`src/hdl/process_fifo_with_keyed_remove_top_assert.svh`:
```
// Assertion macros used by the queue top level.
`ifndef PROCESS_FIFO_WITH_KEYED_REMOVE_TOP_ASSERT_SVH
`define PROCESS_FIFO_WITH_KEYED_REMOVE_TOP_ASSERT_SVH

// Same-cycle implication, checked outside reset.
`define PFKR_ASSERT_IMPLIES(lbl, ante, cons, msg) \
  lbl: assert property (@(posedge clk_i) disable iff (!rst_ni) (ante) |-> (cons)) \
    else $error(msg);

// Next-cycle implication, checked outside reset.
`define PFKR_ASSERT_NEXT(lbl, ante, cons, msg) \
  lbl: assert property (@(posedge clk_i) disable iff (!rst_ni) (ante) |=> (cons)) \
    else $error(msg);

`endif

```
`src/hdl/pfkr_pkg.sv`:
```
// Shared types and codes for the keyed-remove process queue.
package pfkr_pkg;

  typedef enum logic [1:0] {
    ACT_PUSH   = 2'd0,
    ACT_POP    = 2'd1,
    ACT_REMOVE = 2'd2
  } action_e;

  typedef enum logic [1:0] {
    ST_OK        = 2'd0,
    ST_EMPTY     = 2'd1,
    ST_FULL      = 2'd2,
    ST_NOT_FOUND = 2'd3
  } status_e;

  // Read address source for the entry store.
  typedef enum logic [1:0] {
    RD_HEAD = 2'd0,
    RD_FREE = 2'd1,
    RD_LINK = 2'd2
  } rd_sel_e;

  typedef struct packed {
    logic    latch;       // capture request, clear result
    logic    rd_en;
    rd_sel_e rd_sel;
    logic    push;        // link new entry at tail
    logic    pop;         // unlink head, free it
    logic    walk_start;
    logic    walk_step;
    logic    walk_hit;
    logic    rem_fix;     // relink around matched entry
    logic    rem_free;    // free matched entry
    logic    head_cap;    // capture head identifier
    logic    set_sts;
    status_e sts;
    logic    load_out;
  } dp_cmd_t;

  typedef struct packed {
    logic empty;     // nothing queued
    logic can_take;  // an entry is available for push
    logic use_free;  // push takes from free list
    logic hit;       // walked entry matches
    logic last;      // walked entry is the tail
    logic pos_zero;  // walked entry is the head
  } dp_sts_t;

endpackage

```
`src/hdl/pfkr_ctrl.sv`:
```
// Controller: sequences each request over the datapath and owns the handshakes.
module pfkr_ctrl import pfkr_pkg::*; (
  input  logic       clk_i,
  input  logic       rst_ni,
  input  logic       in_valid_i,
  output logic       in_stall_o,
  input  logic [1:0] action_i,
  output logic       out_valid_o,
  input  logic       out_stall_i,
  output dp_cmd_t    cmd_o,
  input  dp_sts_t    sts_i
);

  typedef enum logic [3:0] {
    S_IDLE,
    S_PUSH,
    S_PUSH_WR,
    S_POP,
    S_POP_UPD,
    S_REM,
    S_WALK,
    S_REM_FIX,
    S_REM_FREE,
    S_HEAD_RD,
    S_HEAD_CAP,
    S_DONE
  } state_e;

  state_e state_q, state_d;
  logic   out_valid_q;
  logic   out_free;

  assign in_stall_o  = (state_q != S_IDLE);
  assign out_valid_o = out_valid_q;
  assign out_free    = !out_valid_q || !out_stall_i;

  always_comb begin
    cmd_o   = '0;
    state_d = state_q;
    case (state_q)
      S_IDLE: begin
        if (in_valid_i) begin
          cmd_o.latch = 1'b1;
          case (action_e'(action_i))
            ACT_PUSH:   state_d = S_PUSH;
            ACT_POP:    state_d = S_POP;
            ACT_REMOVE: state_d = S_REM;
            default:    state_d = S_DONE;
          endcase
        end
      end
      S_PUSH: begin
        if (!sts_i.can_take) begin
          cmd_o.set_sts = 1'b1;
          cmd_o.sts     = ST_FULL;
          state_d       = S_DONE;
        end else if (sts_i.use_free) begin
          cmd_o.rd_en  = 1'b1;
          cmd_o.rd_sel = RD_FREE;
          state_d      = S_PUSH_WR;
        end else begin
          cmd_o.push = 1'b1;
          state_d    = S_DONE;
        end
      end
      S_PUSH_WR: begin
        cmd_o.push = 1'b1;
        state_d    = S_DONE;
      end
      S_POP: begin
        if (sts_i.empty) begin
          cmd_o.set_sts = 1'b1;
          cmd_o.sts     = ST_EMPTY;
          state_d       = S_DONE;
        end else begin
          cmd_o.rd_en  = 1'b1;
          cmd_o.rd_sel = RD_HEAD;
          state_d      = S_POP_UPD;
        end
      end
      S_POP_UPD: begin
        cmd_o.pop = 1'b1;
        state_d   = S_HEAD_RD;
      end
      S_REM: begin
        if (sts_i.empty) begin
          cmd_o.set_sts = 1'b1;
          cmd_o.sts     = ST_EMPTY;
          state_d       = S_DONE;
        end else begin
          cmd_o.walk_start = 1'b1;
          cmd_o.rd_en      = 1'b1;
          cmd_o.rd_sel     = RD_HEAD;
          state_d          = S_WALK;
        end
      end
      S_WALK: begin
        if (sts_i.hit) begin
          cmd_o.walk_hit = 1'b1;
          state_d        = S_REM_FIX;
        end else if (sts_i.last) begin
          cmd_o.set_sts = 1'b1;
          cmd_o.sts     = ST_NOT_FOUND;
          state_d       = S_DONE;
        end else begin
          // follow the link just read; one entry per cycle
          cmd_o.walk_step = 1'b1;
          cmd_o.rd_en     = 1'b1;
          cmd_o.rd_sel    = RD_LINK;
        end
      end
      S_REM_FIX: begin
        cmd_o.rem_fix = 1'b1;
        state_d       = S_REM_FREE;
      end
      S_REM_FREE: begin
        cmd_o.rem_free = 1'b1;
        state_d        = sts_i.pos_zero ? S_HEAD_RD : S_DONE;
      end
      S_HEAD_RD: begin
        if (sts_i.empty) begin
          state_d = S_DONE;
        end else begin
          cmd_o.rd_en  = 1'b1;
          cmd_o.rd_sel = RD_HEAD;
          state_d      = S_HEAD_CAP;
        end
      end
      S_HEAD_CAP: begin
        cmd_o.head_cap = 1'b1;
        state_d        = S_DONE;
      end
      S_DONE: begin
        if (out_free) begin
          cmd_o.load_out = 1'b1;
          state_d        = S_IDLE;
        end
      end
      default: state_d = S_IDLE;
    endcase
  end

  always_ff @(posedge clk_i or negedge rst_ni) begin
    if (!rst_ni) begin
      state_q     <= S_IDLE;
      out_valid_q <= 1'b0;
    end else begin
      state_q <= state_d;
      if (cmd_o.load_out) begin
        out_valid_q <= 1'b1;
      end else if (!out_stall_i) begin
        out_valid_q <= 1'b0;
      end
    end
  end

endmodule

```
`config.mk`:
```
export PLATFORM = sky130hd
export DESIGN_NAME = pfkr_ctrl
export DESIGN_NICKNAME = d
export VERILOG_FILES = /design/src/hdl/process_fifo_with_keyed_remove_top_assert.svh /design/src/hdl/pfkr_pkg.sv /design/src/hdl/pfkr_ctrl.sv
export SDC_FILE = /design/constraint.sdc
export NUM_CORES = 1
export LEC_CHECK = 0
export ABC_AREA = 0
export BUFFER_PORTS_ARGS = -buffer_cell sky130_fd_sc_hd__buf_2
export CORE_MARGIN = 10
export CORE_UTILIZATION = 44
export DETAILED_ROUTE_END_ITERATION = 10
export PLACE_DENSITY = 0.74
export SYNTH_ARGS = -nofsm -noshare
export SYNTH_HDL_FRONTEND = slang
export SYNTH_SLANG_ARGS = --single-unit
```
`constraint.sdc`:
```
create_clock -name clk_i -period 2 [get_ports clk_i]
set_input_delay 0.3 -clock clk_i [delete_from_list [all_inputs] [get_ports clk_i]]
set_output_delay 0.3 -clock clk_i [all_outputs]
set_load 0.02 [all_outputs]
```
## Word level (Yosys, flattened, before mapping)

Index checks and enable logic that the tools add are counted.

- Multiplexer cells: 41
- Eq/ne operators: 17
- Reduce and logical (&&, ||, !) cells: 10

Operators by type and width:

| operator | number |
|---|---|
| 4-bit one-hot mux with 11 select lines | 1 |
| 4-bit 2-to-1 mux | 9 |
| 3-bit 2-to-1 mux | 8 |
| 3-bit one-hot mux with 3 select lines | 2 |
| 1-bit 2-to-1 mux | 17 |
| 4-bit by 3-bit equality test with 1-bit output (second input constant) | 4 |
| 4-bit equality test (second input constant) | 4 |
| 4-bit one-hot mux with 3 select lines | 1 |
| 4-bit by 2-bit equality test with 1-bit output (second input constant) | 2 |
| 4-bit by 1-bit equality test with 1-bit output (second input constant) | 1 |
| 4-bit logical NOT | 1 |
| 2-bit 2-to-1 mux | 2 |
| 2-bit inequality test (second input constant) | 2 |
| 4-bit nonzero test | 1 |
| 2-bit OR reduction | 2 |
| 3-bit inequality test (second input constant) | 1 |
| 3-bit AND reduction | 1 |
| 3-bit OR reduction | 1 |
| 2-bit by 1-bit equality test with 1-bit output (second input constant) | 1 |
| 2-bit equality test (second input constant) | 1 |
| 1-bit logical NOT | 2 |
| 2-bit logical NOT | 1 |
| 2-bit by 1-bit inequality test with 1-bit output (second input constant) | 1 |
| 1-bit one-hot mux with 2 select lines | 1 |
| 1-bit logical OR | 1 |

- Output and inout bits: 18
- Bits of input ports: 12
- Logic and storage cells: 70
- Flip-flop bits (word level): 5

## Depth between registers and ports, before layout

- Depth in word-level cells: 5
- Depth in mapped cells: 6
- Mapped depth without buffers: 5

## Worst setup path after synthesis

OpenSTA, ideal clock, no wires.

- Path kind: register -> output
- Start point: register state_q[3]
- End point: output cmd_o[14] in the netlist's numbering
- Buffers on the path: 1
- Stages on the path, launching flop included: 5
- Data required time: 1.700 ns
- Arrival: 1.696 ns
- Setup slack: 0.004 ns
- Cell sequence: dfrtp_1 -> buf_2 -> nor4_1 -> nor2_1 -> o31ai_1

RTL lines:

| what | line | RTL |
|---|---|---|
| start, declared | pfkr_ctrl.sv:29 | `state_e state_q, state_d;` |
| start signal, assigned | pfkr_ctrl.sv:148 | `state_q <= state_d;` |
| end, declared | pfkr_ctrl.sv:10 | `output dp_cmd_t cmd_o,` |

==> reports/summary.md <==
A synthesized cell averages 7.52 sq um. The worst setup path is of the flip-flop to output pin kind. The flop and latch count out of synthesis came out at 5. The peak fanout along the critical path is 5. The root buffer cell chosen for the clock tree is sky130_fd_sc_hd__clkbuf_4.

The tools report the sequential-to-total area share from yosys stat as 0.200. The run gives 1.67 ns as the worst path arrival time. The final cycle utilization of the critical path was 0.987; the final setup TNS was 0 ns.

The global routing usage summed across all routing layers was 0.117. The tools report the first-pass GRT wire length as 3230 um. The signal on the critical path passes through nand2b_4 -> or4_4 -> inv_4 -> nor2_2 -> o31ai_1 -> buf_2. Yosys printed 0 warnings. The number of buffers added by the clock tree synthesis step was 3; the share of post-route cells with drive strength above 1 was 0.422. The logs give 13 for the cell row count and 0.00412 ns for the clock skew after layout.

The via-per-instance ratio came out at 5.92. The number of setup buffers added after CTS is 0. For the initial standard-cell utilization of the core, the log shows 0.474. When the netlist entered floorplanning its net count stood at 95. The tree built by TritonCTS fans out to 5 sinks.

TritonCTS built the clock tree. The critical path contains buffers and inverters numbering 2 combined. The clock-pin slew on the worst setup and hold paths was 0.04 ns.

The cell family contributing the most delay on the critical path is simple AND/OR/NAND/NOR gates. The time the final worst path needs with I/O delays and setup is 1.97 ns, and the transition at the pin with the smallest max-transition slack is 0.289 ns. The height of the die was 57.7 um. The cell count after placement is 126. The net count reported at finish was 129; the synthesis-to-finish area growth was 33.9%. From left edge to right edge, the die measures 57.7 um. Worst relative slew slack: 0.806. The detailed-route wire length per cell is 15.2 um, and the number of nets with antenna violations after detailed routing is 0. The min-delay analysis places its worst path in the category input pin to flip-flop.

In this design, the stage delay of the slowest critical-path cell is 0.53 ns. The worst setup path is launched from a flip-flop. Total of buffers placed on input and output ports: 29. The total count of max-transition violations in the final report was 0.

30 I/O pins were placed. Summing all placed instances gives a cell area of 776 sq um. The run gives 1320 sq um as the area of the placeable core. In the routed design, unresolved DRC markers number 0. The total die area came out at 3330 sq um.

The logs give 40 for the number of distinct library cells after synthesis and 0 for the max-cap check violation count. Final hold analysis gives a worst-case slack of 0.355 ns. The run gives 2 as the maximum number of buffers from clock root to sink.

Before antenna repair, the detailed router went through 5 iterations. The run finished with clean final reports. Number of standard cells in the layout, taps in and fillers out: 131. The initial antenna violation count came out at 0. After synthesis, the cell types taking the most area are sky130_fd_sc_hd__dfrtp_1 (20%), sky130_fd_sc_hd__buf_6 (5.4%), sky130_fd_sc_hd__nand2_1 (4.8%).

The repair_antennas step left the layout with diodes totalling 0. Synthesis handed over a netlist of 83 instances. The static leakage power is 0.434 nW, and the setup-violating endpoint count in the final report is 0. The run gives 0.832 as the final weighted congestion in routability-driven placement. The via count of the first global-routing pass is 757, and the number of levels in the clock H-tree is 1. The run gives 0 as the number of hold violations in the final report. The finished cells cover 836 sq um. After global routing the overflow that remains totals 0. The detailed router finished its first iteration with 59 violations. STA puts the critical path data required time at 1.70 ns.

Area share of the largest cell type after synthesis: 0.200. The run gives 507 MHz as the maximum achievable frequency. Setup repair after global routing could not meet its margin everywhere. Power spread over the standard cell area amounts to 1600 nW/um^2. Of all cell types, the one taking the most synthesized area is sky130_fd_sc_hd__dfrtp_1.

After detailed routing, the total wire length is 1990 um. Clock latency on the worst-skew pair, taken at its later pin, is 0.24 ns. The synthesized cell area is 624 sq um, and the maximum number of pins on one net before global-route repair is 17.

The master of the slowest instance on the critical path was sky130_fd_sc_hd__or4_4. The post-DP HPWL was 1550 um. The worst setup path is captured at an output pin. The highest ir drop seen on vdd was 0.942 mV; the vias after detailed routing was 775.
-- per-stage QoR --
step	utilization	power, mW	setup WS (ns)
detailed placement	0.589	1.18	0.247
global route	0.634	1.45	-0.0398
floorplan	-	0.959	0.00362
CTS	0.620	1.30	0.0254
global placement	0.589	1.17	0.274
finish	0.634	1.33	0.0269
-- flip-flops by register name (all words and copies together), names as in the netlist --
| name | count |
|---|---|
| out_valid_o | 1 |
| state_q | 4 |
-- worst register-to-register path, delay by kind of cell, from the launching register on --
family	cells	cell delay [ns]
DFF	1	0.40
AOI/OAI and AO/OA	2	0.49
and+or+nand+nor	1	0.34
buffers and inverters	2	0.29
-- timing repair --
item | in CTS | in global routing
hold endpoints to repair | 5 | 0
pin swaps | 0 | 0
resized for setup | 1 | 4
hold buffers | 1 | 0
setup endpoints to repair | 1 | 1
-- placed cells by master (no fill, tap or decap), types with 2 or more instances in the layout --
cell                       synthesis  final
sky130_fd_sc_hd__buf_2             1     29
sky130_fd_sc_hd__nand2_1           8      8
sky130_fd_sc_hd__nor2_1            8      7
sky130_fd_sc_hd__nor3_1            5      5
sky130_fd_sc_hd__a21oi_1           5      5
sky130_fd_sc_hd__o21ai_0           5      5
sky130_fd_sc_hd__dfrtp_1           5      5
sky130_fd_sc_hd__inv_1             4      4
sky130_fd_sc_hd__buf_4             0      4
sky130_fd_sc_hd__nand2b_4          1      3
sky130_fd_sc_hd__clkbuf_4          0      3
sky130_fd_sc_hd__inv_2             3      2
sky130_fd_sc_hd__o31ai_1           2      2
sky130_fd_sc_hd__o21ai_1           2      2
sky130_fd_sc_hd__nor2b_1           2      2
sky130_fd_sc_hd__and2b_1           2      2
sky130_fd_sc_hd__a31oi_1           2      2
-- power breakdown --
part	total, mW	internal (mW)	switching, mW
registers	0.187	0.153	0.0336
logic	1.03	0.406	0.628
clock network	0.114	0.0752	0.0385
-- worst paths after layout --
check	cells past startpoint	slack [ns]	startpoint	endpoint
worst max-delay path	6	0.03	state_q[0]$_DFFE_PN0P_	cmd_o[14]
worst min-delay path	3	0.35	out_stall_i	out_valid_o$_DFFE_PN0P_
worst max register to register	5	0.36	state_q[1]$_DFFE_PN0P_	state_q[1]$_DFFE_PN0P_
worst min register to register	2	0.56	out_valid_o$_DFFE_PN0P_	out_valid_o$_DFFE_PN0P_
max in group asynchronous	2	1.43	rst_ni	out_valid_o$_DFFE_PN0P_
min in group asynchronous	2	0.43	rst_ni	state_q[0]$_DFFE_PN0P_
-- layout make-up --
class / instances / area [sq um]
fillers: 119 / 482
multi-input cells: 66 / 452
repair buffers: 34 / 185
flip-flops and latches: 5 / 125
inverters: 7 / 28.8
clock buffers: 4 / 26.3
well taps: 15 / 18.8
-- kinds of logic after synthesis --
logic type	count (synthesis)	share of synthesized area
and+or+nand+nor	40	0.403
DFF	5	0.200
xor gates and xnor gates	1	0.0140
AOI/OAI and AO/OA	25	0.273
buffers and inverters	12	0.110
-- synthesized netlist by cell type --
library cell	count
sky130_fd_sc_hd__nor2_1	8
sky130_fd_sc_hd__nand2b_1	2
sky130_fd_sc_hd__o311a_1	1
sky130_fd_sc_hd__nor3b_1	1
sky130_fd_sc_hd__a21boi_1	1
sky130_fd_sc_hd__xor2_1	1
sky130_fd_sc_hd__inv_1	4
sky130_fd_sc_hd__a31oi_1	2
sky130_fd_sc_hd__nor4_4	1
sky130_fd_sc_hd__clkbuf_1	1
sky130_fd_sc_hd__nand4b_1	1
sky130_fd_sc_hd__or4_4	1
sky130_fd_sc_hd__a211oi_1	1
sky130_fd_sc_hd__nor3_1	5
sky130_fd_sc_hd__a21o_1	1
sky130_fd_sc_hd__and2_1	1
sky130_fd_sc_hd__and2b_1	2
sky130_fd_sc_hd__o211ai_1	1
sky130_fd_sc_hd__a21oi_1	5
sky130_fd_sc_hd__nor2b_1	2
sky130_fd_sc_hd__nor4_1	1
sky130_fd_sc_hd__o21ai_1	2
sky130_fd_sc_hd__nand2b_2	1
sky130_fd_sc_hd__a311o_1	1
sky130_fd_sc_hd__nand3b_1	1
sky130_fd_sc_hd__o21ai_0	5
sky130_fd_sc_hd__nand3_1	1
sky130_fd_sc_hd__a22o_1	1
sky130_fd_sc_hd__o31ai_1	2
sky130_fd_sc_hd__dfrtp_1	5
sky130_fd_sc_hd__nand2_1	8
sky130_fd_sc_hd__inv_2	3
sky130_fd_sc_hd__a2bb2oi_2	1
sky130_fd_sc_hd__or3b_1	1
sky130_fd_sc_hd__a21oi_2	1
sky130_fd_sc_hd__buf_2	1
sky130_fd_sc_hd__nand4b_2	1
sky130_fd_sc_hd__nand2b_4	1
sky130_fd_sc_hd__buf_6	3
sky130_fd_sc_hd__or2_0	1
-- metal layers --
metal  vias to the layer above  share of wire  track usage
met1                       359           0.38        0.129
met4                         0          0.013       0.0537
met3                         5          0.089       0.0327
met5                         -              0            0
met2                        46           0.52        0.201
li1                        365              -            -
Power figures use the tool's default switching activity.
